## src/hdl/mcfa_pkg.sv

```systemverilog
// Package for the multi-camera frame aligner: item types, codes, state machine
// and controller/datapath command and status structs. No dependencies.
`timescale 1ns / 1ps

package mcfa_pkg;

	typedef struct packed {
		logic        operation;
		logic [1:0]  camera;
		logic [31:0] frame_id;
		logic [15:0] buffer_tag;
	} in_item_t;

	typedef struct packed {
		logic [1:0]  disposition;
		logic [1:0]  out_camera;
		logic [31:0] out_frame_id;
		logic [15:0] out_tag;
		logic        last;
	} out_item_t;

	localparam logic OP_ARRIVE = 1'b0;
	localparam logic OP_DECIDE = 1'b1;

	localparam logic [1:0] REG_VIEW_COUNT   = 2'd0;
	localparam logic [1:0] REG_RETAIN_LIMIT = 2'd1;

	localparam logic [2:0] VIEW_COUNT_RESET   = 3'd4;
	localparam logic [4:0] RETAIN_LIMIT_RESET = 5'd12;

	localparam int        VIEWW       = 4;
	localparam int        TALLYW      = 7;
	localparam int        RESW        = 7;
	localparam logic [6:0] TALLY_MAX  = 7'd127;
	localparam logic [6:0] MAX_RESULTS = 7'd64;

	typedef enum logic [1:0] {
		DISP_CHOSEN = 2'd0,
		DISP_STALE  = 2'd1,
		DISP_REJECT = 2'd2
	} disp_t;

	typedef enum logic [1:0] {
		SCAN_MATCH,
		SCAN_OLDEST,
		SCAN_TALLY,
		SCAN_PURGE
	} scan_mode_t;

	typedef enum logic [1:0] {
		KEY_ITEM,
		KEY_FID,
		KEY_MAX,
		KEY_HIT
	} key_sel_t;

	typedef enum logic [1:0] {
		EMIT_ITEM,
		EMIT_DUP,
		EMIT_HIT
	} emit_src_t;

	typedef enum logic [3:0] {
		S_IDLE,
		S_DISPATCH,
		S_ARR_SCAN,
		S_TAL_SCAN,
		S_CHO_SCAN,
		S_REL_SCAN,
		S_PURGE,
		S_TRIM_SCAN,
		S_TDEC_SCAN,
		S_FLUSH
	} state_t;

	typedef struct packed {
		logic       latch;
		logic       scan_go;
		scan_mode_t scan_mode;
		key_sel_t   key_sel;
		logic       cam_load_item;
		logic       cam_clr;
		logic       cam_inc;
		logic       ent_insert;
		logic       ent_dup;
		logic       ent_kill;
		logic       tal_bump;
		logic       tal_dec;
		logic       emit;
		emit_src_t  emit_src;
		disp_t      emit_disp;
		logic       flush;
		logic       clr_complete;
	} cmd_t;

	typedef struct packed {
		logic scan_done;
		logic found;
		logic free_found;
		logic cnt_over;
		logic complete;
		logic op_decide;
		logic reject;
		logic cam_end_views;
		logic cam_end_all;
	} stat_t;

endpackage

```

## src/hdl/mcfa_ctrl.sv

```systemverilog
// Controller state machine of the frame aligner: sequences table scans,
// tally updates and result emission. Uses mcfa_pkg.
`timescale 1ns / 1ps

module mcfa_ctrl (
	input  logic            clk,
	input  logic            arst_n,
	input  logic            start,
	input  mcfa_pkg::stat_t stat,
	output logic            busy,
	output mcfa_pkg::cmd_t  cmd
);

	mcfa_pkg::state_t state_q, state_d;

	always_ff @(posedge clk or negedge arst_n) begin
		if (!arst_n) begin
			state_q <= mcfa_pkg::S_IDLE;
		end else begin
			state_q <= state_d;
		end
	end

	always_comb begin
		state_d = state_q;
		unique case (state_q)
			mcfa_pkg::S_IDLE: begin
				if (start) begin
					state_d = mcfa_pkg::S_DISPATCH;
				end
			end
			mcfa_pkg::S_DISPATCH: begin
				if (!stat.op_decide) begin
					state_d = stat.reject ? mcfa_pkg::S_FLUSH : mcfa_pkg::S_ARR_SCAN;
				end else begin
					state_d = stat.complete ? mcfa_pkg::S_CHO_SCAN : mcfa_pkg::S_TRIM_SCAN;
				end
			end
			mcfa_pkg::S_ARR_SCAN: begin
				if (stat.scan_done) begin
					state_d = (!stat.found && stat.free_found) ? mcfa_pkg::S_TAL_SCAN
					                                          : mcfa_pkg::S_FLUSH;
				end
			end
			mcfa_pkg::S_TAL_SCAN: begin
				if (stat.scan_done) begin
					state_d = mcfa_pkg::S_FLUSH;
				end
			end
			mcfa_pkg::S_CHO_SCAN: begin
				if (stat.scan_done && stat.cam_end_views) begin
					state_d = mcfa_pkg::S_REL_SCAN;
				end
			end
			mcfa_pkg::S_REL_SCAN: begin
				if (stat.scan_done && !stat.found && stat.cam_end_all) begin
					state_d = mcfa_pkg::S_PURGE;
				end
			end
			mcfa_pkg::S_PURGE: begin
				if (stat.scan_done) begin
					state_d = mcfa_pkg::S_FLUSH;
				end
			end
			mcfa_pkg::S_TRIM_SCAN: begin
				if (stat.scan_done) begin
					if (stat.cnt_over && stat.found) begin
						state_d = mcfa_pkg::S_TDEC_SCAN;
					end else if (stat.cam_end_all) begin
						state_d = mcfa_pkg::S_FLUSH;
					end
				end
			end
			mcfa_pkg::S_TDEC_SCAN: begin
				if (stat.scan_done) begin
					state_d = mcfa_pkg::S_TRIM_SCAN;
				end
			end
			mcfa_pkg::S_FLUSH: begin
				state_d = mcfa_pkg::S_IDLE;
			end
			default: begin
				state_d = mcfa_pkg::S_IDLE;
			end
		endcase
	end

	always_comb begin
		cmd  = '0;
		busy = (state_q != mcfa_pkg::S_IDLE);
		unique case (state_q)
			mcfa_pkg::S_IDLE: begin
				cmd.latch = start;
			end
			mcfa_pkg::S_DISPATCH: begin
				if (!stat.op_decide) begin
					if (stat.reject) begin
						cmd.emit      = 1'b1;
						cmd.emit_src  = mcfa_pkg::EMIT_ITEM;
						cmd.emit_disp = mcfa_pkg::DISP_REJECT;
					end else begin
						cmd.cam_load_item = 1'b1;
						cmd.scan_go       = 1'b1;
						cmd.scan_mode     = mcfa_pkg::SCAN_MATCH;
						cmd.key_sel       = mcfa_pkg::KEY_ITEM;
					end
				end else begin
					cmd.cam_clr = 1'b1;
					cmd.scan_go = 1'b1;
					if (stat.complete) begin
						cmd.scan_mode = mcfa_pkg::SCAN_MATCH;
						cmd.key_sel   = mcfa_pkg::KEY_FID;
					end else begin
						cmd.scan_mode = mcfa_pkg::SCAN_OLDEST;
						cmd.key_sel   = mcfa_pkg::KEY_MAX;
					end
				end
			end
			mcfa_pkg::S_ARR_SCAN: begin
				if (stat.scan_done) begin
					if (stat.found) begin
						// same id already held: old buffer goes back, new tag replaces it
						cmd.emit      = 1'b1;
						cmd.emit_src  = mcfa_pkg::EMIT_DUP;
						cmd.emit_disp = mcfa_pkg::DISP_STALE;
						cmd.ent_dup   = 1'b1;
					end else if (stat.free_found) begin
						cmd.ent_insert = 1'b1;
						cmd.scan_go    = 1'b1;
						cmd.scan_mode  = mcfa_pkg::SCAN_TALLY;
						cmd.key_sel    = mcfa_pkg::KEY_ITEM;
					end else begin
						cmd.emit      = 1'b1;
						cmd.emit_src  = mcfa_pkg::EMIT_ITEM;
						cmd.emit_disp = mcfa_pkg::DISP_REJECT;
					end
				end
			end
			mcfa_pkg::S_TAL_SCAN: begin
				cmd.tal_bump = stat.scan_done;
			end
			mcfa_pkg::S_CHO_SCAN: begin
				if (stat.scan_done) begin
					if (stat.found) begin
						cmd.emit      = 1'b1;
						cmd.emit_src  = mcfa_pkg::EMIT_HIT;
						cmd.emit_disp = mcfa_pkg::DISP_CHOSEN;
						cmd.ent_kill  = 1'b1;
					end
					cmd.scan_go = 1'b1;
					cmd.key_sel = mcfa_pkg::KEY_FID;
					if (stat.cam_end_views) begin
						cmd.cam_clr   = 1'b1;
						cmd.scan_mode = mcfa_pkg::SCAN_OLDEST;
					end else begin
						cmd.cam_inc   = 1'b1;
						cmd.scan_mode = mcfa_pkg::SCAN_MATCH;
					end
				end
			end
			mcfa_pkg::S_REL_SCAN: begin
				if (stat.scan_done) begin
					cmd.scan_go = 1'b1;
					cmd.key_sel = mcfa_pkg::KEY_FID;
					if (stat.found) begin
						// rescan the same camera for the next oldest
						cmd.emit      = 1'b1;
						cmd.emit_src  = mcfa_pkg::EMIT_HIT;
						cmd.emit_disp = mcfa_pkg::DISP_STALE;
						cmd.ent_kill  = 1'b1;
						cmd.scan_mode = mcfa_pkg::SCAN_OLDEST;
					end else if (stat.cam_end_all) begin
						cmd.scan_mode = mcfa_pkg::SCAN_PURGE;
					end else begin
						cmd.cam_inc   = 1'b1;
						cmd.scan_mode = mcfa_pkg::SCAN_OLDEST;
					end
				end
			end
			mcfa_pkg::S_PURGE: begin
				cmd.clr_complete = stat.scan_done;
			end
			mcfa_pkg::S_TRIM_SCAN: begin
				if (stat.scan_done) begin
					if (stat.cnt_over && stat.found) begin
						cmd.emit      = 1'b1;
						cmd.emit_src  = mcfa_pkg::EMIT_HIT;
						cmd.emit_disp = mcfa_pkg::DISP_STALE;
						cmd.ent_kill  = 1'b1;
						cmd.scan_go   = 1'b1;
						cmd.scan_mode = mcfa_pkg::SCAN_TALLY;
						cmd.key_sel   = mcfa_pkg::KEY_HIT;
					end else if (stat.cam_end_all) begin
						cmd.clr_complete = 1'b1;
					end else begin
						cmd.cam_inc   = 1'b1;
						cmd.scan_go   = 1'b1;
						cmd.scan_mode = mcfa_pkg::SCAN_OLDEST;
						cmd.key_sel   = mcfa_pkg::KEY_MAX;
					end
				end
			end
			mcfa_pkg::S_TDEC_SCAN: begin
				if (stat.scan_done) begin
					cmd.tal_dec   = 1'b1;
					cmd.scan_go   = 1'b1;
					cmd.scan_mode = mcfa_pkg::SCAN_OLDEST;
					cmd.key_sel   = mcfa_pkg::KEY_MAX;
				end
			end
			mcfa_pkg::S_FLUSH: begin
				cmd.flush = 1'b1;
			end
			default: begin
			end
		endcase
	end

	a_busy_idle: assert property (@(posedge clk) disable iff (!arst_n)
		start && !busy |=> state_q == mcfa_pkg::S_DISPATCH)
		else $error("accepted item not dispatched");

	a_flush_idle: assert property (@(posedge clk) disable iff (!arst_n)
		state_q == mcfa_pkg::S_FLUSH |=> !busy)
		else $error("flush not followed by idle");

	a_one_write: assert property (@(posedge clk) disable iff (!arst_n)
		!(cmd.ent_insert && (cmd.ent_dup || cmd.ent_kill)))
		else $error("conflicting table writes");

endmodule
```

## config.mk

```make
export PLATFORM = sky130hd
export DESIGN_NAME = mcfa_ctrl
export DESIGN_NICKNAME = d
export VERILOG_FILES = /design/src/hdl/mcfa_pkg.sv /design/src/hdl/mcfa_ctrl.sv
export SDC_FILE = /design/constraint.sdc
export NUM_CORES = 1
export LEC_CHECK = 0
export ABC_AREA = 1
export BUFFER_PORTS_ARGS = -buffer_cell sky130_fd_sc_hd__buf_4
export CAP_MARGIN = 20
export CORE_AREA = 2 2 56 58
export DETAILED_ROUTE_END_ITERATION = 12
export DIE_AREA = 0 0 58 60
export SLEW_MARGIN = 10
export SYNTH_ARGS = -nofsm -noshare
export SYNTH_HDL_FRONTEND = slang
export SYNTH_SLANG_ARGS = --single-unit
```

## constraint.sdc

```tcl
create_clock -name clk -period 1.6 [get_ports clk]
set_input_delay 0.32 -clock clk [delete_from_list [all_inputs] [get_ports clk]]
set_output_delay 0.32 -clock clk [all_outputs]
set_load 0.005 [all_outputs]
```

==> results.ini, run 1 <==
[status]
outcome = finished with violations
violations = negative setup slack

[yosys]
synth_cell_types = 21
synth_area_leaders = nand2_1 (22%), dfrtp_1 (14%), nand3_1 (12%)
yosysSeqAreaShare = 0.143
syn_nets = 147
synthArstFlopShare = 1.00
yosys.area.top_type = nand2_1
yosysMostFrequentCell = nand2_1
synth_edf_count = 0
yosys-top-cells-count = nand2_1 (41), nor2_1 (21), nand3_1 (17)
synth_top_area_frac = 0.220
ys_ff_latch = 4
avgSynthCellArea_sq_um = 5.19
yosys_most_used_dff = dfrtp_1
synth_cells = 135
syn_area_sq_um = 701
yosysWarnings = 0

[final_layout]
drive_gt1_frac = 0.544
largest_register_ffs = 4
fin_area_sq_mm = 0.00146
nets = 218
syn_to_final_growth_pct = 109
final.fill_count = 308
reg_top3 = state_q (4)
fin_util = 0.504
diodes = 0
regMostFlops = state_q

[detailed_routing]
drt-initial-drc-count = 25
ant_nets = 0
vias = 1096
route.detailed.drc = 0
drt-total-wl_um = 2830
wl_per_cell_um = 11.9
viasPerCell = 4.62
drt_pass1_iterations = 4

[timing]
fin_ws_ns = -0.241
period_share = 1.15
hold_viol_final = 0
period_minus_slack_ns = 1.84
fmax_ghz = 0.543
slew_headroom = 0.760
rsz0062_at_grt = true
worstMarginPinSlew_ns = 0.360
skew_ns = 0.00305
drv_slew = 0
finalSetupViolations = 20

[worst_hold_path]
min_path_type = input port to asynchronous set/reset pin

[floorplanning]
die_h_um = 60
start_util = 0.241
die_x_um = 58
die-area_sq_mm = 0.00348
core_sq_mm = 0.00290
ioPinCount = 34
rows = 20

[clock_network]
clk_latency_ns = 0.23
cts-buffers-inserted = 3
cts_tree = done
h-tree-depth = 1
cts.path.max_buffers = 2
clockRootBuffer = clkbuf_4
cts.clk_slew.worst_paths_ns = 0.04
cts.sink_count = 4

[global_route]
grt_pass1_wl_um = 4220
antenna_found_initial = 0
first_global_vias = 1004
grt_remaining_overflow = 0
grt_use_total = 0.155
grt_start_max_net_pins = 9

[worst_setup_path]
arrival_ns = 1.52
crit_required_ns = 1.28
cp-end-kind = primary output
crit_path_max_incr_delay_ns = 0.44
start_kind = flop
cp_max_fo = 5
cpMaxStageDelayCell = dfrtp_2
worstSetupPathType = flop to primary output
worstPathCellList = nor2_4 > buf_12 > nand3b_1 > nor2_2 > nor2_1 > nand3_1 > buf_4

[placed_design]
dp_hpwl_um = 2150
dpl_cell_area_sq_mm = 0.00117
port_buffers = 33
place_congestion = 0.836

[power_and_ir_drop]
powerDensity_mw_per_mm2 = 1450
p_leak_nw = 0.775
vdd_drop_max_mv = 1.01

[job]
timing.max_cap.violations = 0

==> layer usage <==
metal / up-vias / global-route usage / part of all wire / wire, um
met5: - / 0 / 0 / 0
met4: 0 / 0.0299 / 0 / 0
met3: 0 / 0.00866 / 0.032 / 91
met2: 25 / 0.286 / 0.54 / 1530
met1: 491 / 0.200 / 0.43 / 1210
li1: 580 / - / - / -
==> stage by stage <==
step,hold WS (ns),instances,TNS [ns],power (W),setup WS (ns)
6_report,0.425,237,-3.14,0.00212,-0.241
5_1_grt,0.452,237,-4.59,0.00230,-0.303
4_1_cts,0.422,232,-3.02,0.00186,-0.239
3_5_place_dp,0.116,223,-0.346,0.00158,-0.0708
3_3_place_gp,0.117,223,-0.292,0.00158,-0.0623
2_1_floorplan,0.0244,135,0,0.000878,0.131
==> critical path, delay by kind of cell, from the launching register on <==
family / cells / cell delay (ns)
buffers and inverters: 2 / 0.24
DFF: 1 / 0.44
and+or+nand+nor: 5 / 0.62
==> power breakdown <==
| group | total, W | internal (W) | leakage (nW) | switching, W |
|---|---|---|---|---|
| Sequential | 0.000250 | 0.000153 | 0.0472 | 0.0000977 |
| Combinational | 0.00175 | 0.000885 | 0.714 | 0.000868 |
| Clock | 0.000120 | 0.0000835 | 0.0138 | 0.0000363 |
| Total | 0.00212 | 0.00112 | 0.775 | 0.00100 |
==> cell families (layout without fill, tap and decap cells) <==
logic type | count (synthesis) | in the layout | synth area share
and+or+nand+nor | 92 | 92 | 0.588
AOI/OAI and AO/OA | 20 | 20 | 0.166
buffers and inverters | 19 | 88 | 0.104
DFF | 4 | 4 | 0.143
==> worst paths after layout <==
check / start / end / slack [ns] / depth (start not counted)
min reg2reg: state_q[2] / state_q[2] / 0.66 / 3
max: state_q[2] / cmd[19] / -0.24 / 7
max in group asynchronous: arst_n / state_q[3] / 1.06 / 2
min: arst_n / state_q[1] / 0.42 / 2
min in group clk: stat[3] / state_q[1] / 0.62 / 6
max reg2reg: state_q[2] / state_q[1] / 0.03 / 9
==> final cells by class <==
| cell class | instances | area [sq um] | area share |
|---|---|---|---|
| clock buffer | 3 | 22.5 | 0.0154 |
| inverter | 18 | 67.6 | 0.0462 |
| multi-input combinational | 112 | 679 | 0.465 |
| sequential | 4 | 104 | 0.0710 |
| tap | 33 | 41.3 | 0.0282 |
| timing repair buffer | 67 | 548 | 0.375 |
==> timing repair <==
action | CTS | global route
hold endpoints to repair | 4 | 0
gates resized for setup | 23 | 30
buffers inserted | 5 | 5
hold buffers | 1 | 0
setup endpoints to repair | 22 | 21
pin swaps | 5 | 8
==> cells in the final DEF (no fill, tap or decap), types with 2 or more instances in the layout <==
| cell | netlist | final |
|---|---|---|
| buf_4 | 0 | 57 |
| nand2_1 | 41 | 32 |
| nor2_1 | 21 | 15 |
| nand3_1 | 17 | 14 |
| inv_1 | 16 | 12 |
| nor2_4 | 3 | 8 |
| buf_6 | 0 | 8 |
| nand2_2 | 1 | 7 |
| inv_2 | 2 | 6 |
| nor2_2 | 3 | 4 |
| a21oi_1 | 8 | 4 |
| o21ai_0 | 6 | 4 |
| nand2_4 | 0 | 3 |
| nor3_1 | 3 | 3 |
| a21oi_2 | 0 | 3 |
| clkbuf_4 | 0 | 3 |
| dfrtp_2 | 0 | 3 |
| o21ai_1 | 0 | 2 |
| nand3_2 | 0 | 2 |
Note: power is estimated with default switching activity, not from simulation.
==> inputs of run 2 (changes only) <==
Settings changed: CELL_PAD_IN_SITES_DETAIL_PLACEMENT from default to 0, CELL_PAD_IN_SITES_GLOBAL_PLACEMENT from default to 2, CORE_AREA 2 2 56 58 to 2 2 63 65, DIE_AREA 0 0 58 60 to 0 0 65 67, PLACE_DENSITY_LB_ADDON from default to 0.1.
==> run 2 against run 1 <==
The run still ends with negative setup slack left. Maximum frequency up 2.5%. Setup slack improved by 0.045 ns. Count of clock-buffer cells in the layout is the same. Die area up 25%. Clock skew increased by 0.0016 ns. Largest power group unchanged.
==> results.ini, run 2 (synthesized netlist as in run 1, its figures left out) <==
[final_layout]
nets = 222
largest_register_ffs = 4
final_cell_mix = buf_4 (62), nand2_1 (28), nor2_1 (15), nand3_1 (15)
syn_to_final_growth_pct = 116
reg_top3 = state_q (4)
regMostFlops = state_q
layout_commonest_cell = buf_4
drive_gt1_frac = 0.577
fin_cells = 256
diodes = 0

[timing]
drv_slew = 0
skew_ns = 0.00466
period_minus_slack_ns = 1.80
hold_viol_final = 0
worstMarginPinSlew_ns = 0.254
period_share = 1.12
slew_headroom = 0.830
fin_ws_ns = -0.196
finalSetupViolations = 17
timing.setup.tns_ns = -2.25
fmax_ghz = 0.557
rsz0062_at_grt = true

[floorplanning]
die_h_um = 67
core_sq_mm = 0.00361
die_x_um = 65
die-area_sq_mm = 0.00436
rows = 22
start_util = 0.194
ioPinCount = 34

[power_and_ir_drop]
vdd_drop_max_mv = 0.395
p_leak_nw = 0.803
powerDensity_mw_per_mm2 = 1430
power_w = 0.00216

[clock_network]
cts.sink_count = 4
cts.clk_slew.worst_paths_ns = 0.03
cts.path.max_buffers = 2
clockRootBuffer = clkbuf_8
h-tree-depth = 1
clk_latency_ns = 0.22
cts_tree = done
cts-buffers-inserted = 3

[placed_design]
port_buffers = 33
dp_cells = 243
dp_hpwl_um = 2390
place_congestion = 0.792
place_ws_ns = -0.106

[worst_setup_path]
rr_worst_depth = 9
cp_max_fo = 5
cp_top_family = flip-flops
cp_num_buf_inv = 3
worst-r2r-setup-slack_ns = 0.10
worstPathCellList = buf_4 > nand2_2 > nor2_4 > buf_4 > a21oi_2 > nand3_1 > buf_4
crit_required_ns = 1.28
rr_startpoint = state_q[2]
rr_endpoint = state_q[1]
cp-end-kind = primary output
crit_path_max_incr_delay_ns = 0.45
critPathMostFrequentCell = buf_4
start_kind = flop
worstSetupPathType = flop to primary output
arrival_ns = 1.48
cpMaxStageDelayCell = dfrtp_2

[global_route]
first_global_vias = 1106
grt_use_total = 0.148
grt_remaining_overflow = 0
antenna_found_initial = 0
grt_start_max_net_pins = 8
grt_pass1_wl_um = 4840

[worst_hold_path]
min_path_type = input port to asynchronous set/reset pin

[status]
violations = negative setup slack
outcome = finished with violations

[job]
timing.max_cap.violations = 0

[detailed_routing]
ant_nets = 0
route.detailed.drc = 0
viasPerCell = 4.46
drt_pass1_iterations = 4
vias = 1143
drt-total-wl_um = 3010
drt-initial-drc-count = 40
wl_per_cell_um = 11.7

## run 2: cell types whose count changed in the layout (fill, tap and decap cells not counted), moves of 3 or more
cell | previous run | this run
nand2_1 | 32 | 28
clkbuf_4 | 3 | 0
buf_4 | 57 | 62
clkbuf_8 | 0 | 3
nand2_2 | 7 | 12
## run 2: worst max path at each step
stage / from / end / cells after the start
floorplan: state_q[3] / cmd[2] / 7
global placement: state_q[1] / cmd[19] / 8
detailed placement: state_q[1] / cmd[19] / 8
CTS: state_q[2] / cmd[19] / 7
global route: state_q[1] / cmd[19] / 8
finish: state_q[1] / cmd[19] / 7
## run 2: where the power goes
part / total, W / leakage, nW / switching [W] / internal (W)
Clock: 0.000209 / 0.0216 / 0.0000492 / 0.000160
Combinational: 0.00169 / 0.735 / 0.000840 / 0.000852
Sequential: 0.000255 / 0.0458 / 0.0000997 / 0.000155
## run 2: layer usage
layer	track usage	part of all wire	vias to the layer above
li1	-	-	587
met1	0.174	0.43	521
met4	0.0904	0.020	0
met2	0.255	0.51	29
met3	0.0203	0.039	6
met5	0	0	-
## run 2: what timing repair did
action                                 CTS  global route
setup endpoints to repair               22            24
pin swaps                               12            13
endpoints found under the hold margin    4             0
buffers inserted                         9             3
cloned                                   0             0
resized for setup                       38            17
hold buffers                             1             0
## run 2: cell type report
cell class,instances,area (sq um)
clock buffer,3,41.3
timing repair buffer,71,574
inverter,18,67.6
sequential,4,105
multi-input combinational,112,663
fill,406,2090
tap,48,60.1
## run 2: metrics by stage
step	hold slack (ns)	cell area, sq um	util
4_1_cts	0.434	1460	0.405
3_3_place_gp	0.117	1230	0.340
6_report	0.446	1510	0.419
2_1_floorplan	0.0244	701	-
5_1_grt	0.465	1510	0.419
3_5_place_dp	0.117	1230	0.340
==> inputs of run 3 (changes only) <==
Settings changed: SKIP_LAST_GASP from default to 1.
==> run 3 against run 2 <==
The run still ends with negative setup slack left. Via count is 1.7% higher. Final cell count rose by 0.39%. Worst hold slack got worse by 0.00071 ns. Design area rose by 0.99%. Utilization is 0.42 points higher. Clock power about the same. Setup slack better by 0.0070 ns. Non-clock buffer count increased by 1. Sequential power about the same. Die area stayed put. Count of clock-buffer cells in the layout is the same. Clock skew is essentially flat. Critical path type unchanged. Critical endpoint unchanged.
==> results.ini, run 3 (synthesized netlist as in run 1, its figures left out) <==
[status]
outcome = finished with violations
violations = negative setup slack

[final_layout]
regMostFlops = state_q
fin_util = 0.423
final_cell_mix = buf_4 (64), nand2_1 (28), nor2_1 (14), nand3_1 (14), inv_1 (12)
final.fill_count = 406
reg_top3 = state_q (4)
nets = 223
largest_register_ffs = 4
diodes = 0
layout_commonest_cell = buf_4
syn_to_final_growth_pct = 118
drive_gt1_frac = 0.584

[global_route]
first_global_vias = 1101
grt_remaining_overflow = 0
grt_use_total = 0.147
grt_pass1_wl_um = 4770
grt_start_max_net_pins = 8
antenna_found_initial = 0

[timing]
fin_ws_ns = -0.189
period_minus_slack_ns = 1.79
worstMarginPinSlew_ns = 0.260
skew_ns = 0.00461
drv_slew = 0
period_share = 1.12
rsz0062_at_grt = true
fmax_ghz = 0.559
finalSetupViolations = 18
hold_viol_final = 0
holdWs_ns = 0.445
slew_headroom = 0.827

[detailed_routing]
drt-total-wl_um = 3050
viasPerCell = 4.52
wl_per_cell_um = 11.9
drt_pass1_iterations = 4
route.detailed.drc = 0
vias = 1162
drt-initial-drc-count = 54
ant_nets = 0

[clock_network]
cts_tree = done
clockRootBuffer = clkbuf_8
cts.sink_count = 4
cts.path.max_buffers = 2
cts.clk_slew.worst_paths_ns = 0.03
clk_latency_ns = 0.22
cts-buffers-inserted = 3
h-tree-depth = 1

[worst_hold_path]
min_path_type = input port to asynchronous set/reset pin

[worst_setup_path]
cp-end-kind = primary output
crit_required_ns = 1.28
rr_endpoint = state_q[1]
rr_worst_depth = 9
cp_max_fo = 5
critPathMostFrequentCell = buf_4
rr_startpoint = state_q[2]
worst-path-stages = 7
worstSetupPathType = flop to primary output
start_kind = flop
worstPathCellList = buf_6 > nand2_2 > nor2_4 > buf_4 > a21oi_2 > nand3_1 > buf_4
cp_num_buf_inv = 3
cpMaxStageDelayCell = dfrtp_2
worst-r2r-setup-slack_ns = 0.07
cp_top_family = flip-flops
arrival_ns = 1.47
crit_path_max_incr_delay_ns = 0.45

[power_and_ir_drop]
powerDensity_mw_per_mm2 = 1440
p_leak_nw = 0.826
vdd_drop_max_mv = 0.387

[floorplanning]
die-area_sq_mm = 0.00436
ioPinCount = 34
rows = 22
core_sq_mm = 0.00361
die_h_um = 67
die_x_um = 65
start_util = 0.194

[job]
timing.max_cap.violations = 0

[placed_design]
port_buffers = 33
place_congestion = 0.792
dp_hpwl_um = 2390

-- run 3: changes by cell type in the layout (fill, tap and decap cells not counted), moves of 2 or more --
| cell | change |
|---|---|
| buf_4 | +2 |
| nand3_2 | +2 |
| nand2_2 | -3 |
| nand2_4 | +3 |
-- run 3: timing repair --
action,CTS,global route
gates resized for setup,33,22
hold endpoints to repair,4,0
hold buffers,1,0
setup buffers,9,4
pin swaps,10,16
endpoints found under the setup margin,22,24
-- run 3: where the power goes --
part           switching, W  internal, W  total, W
logic              0.000865     0.000871   0.00174
clock network     0.0000493     0.000160  0.000209
registers          0.000102     0.000155  0.000256
-- run 3: worst max-delay path by stage --
stage,start,to
floorplan,state_q[3],cmd[2]
global placement,state_q[1],cmd[19]
detailed placement,state_q[1],cmd[19]
CTS,state_q[2],cmd[19]
global route,state_q[0],cmd[19]
finish,state_q[1],cmd[19]
-- run 3: cell type report --
type / instances / area (sq um) / area share
clock buffers: 3 / 41.3 / 0.0270
inverters: 18 / 67.6 / 0.0443
multi-input cells: 112 / 674 / 0.442
flip-flops and latches: 4 / 105 / 0.0689
well taps: 48 / 60.1 / 0.0393
repair buffers: 72 / 578 / 0.379
-- run 3: per-stage QoR --
step | worst slack (ns) | power [W] | cell area, sq um | setup TNS, ns | instances
after global placement | -0.138 | 0.00164 | 1230 | -0.484 | 243
final | -0.189 | 0.00220 | 1530 | -2.44 | 257
after global routing | -0.263 | 0.00238 | 1530 | -3.81 | 257
after detailed placement | -0.106 | 0.00162 | 1230 | -0.454 | 243
after floorplan | 0.131 | 0.000878 | 701 | 0 | 135
after CTS | -0.207 | 0.00207 | 1440 | -2.67 | 256
-- run 3: per-layer routing --
metal | wire, um | vias up | share of wire | track usage
li1 | - | 591 | - | -
met1 | 1270 | 530 | 0.42 | 0.169
met2 | 1570 | 35 | 0.51 | 0.255
met3 | 158 | 6 | 0.052 | 0.0203
met4 | 59 | 0 | 0.019 | 0.0904
met5 | 0 | - | 0 | 0
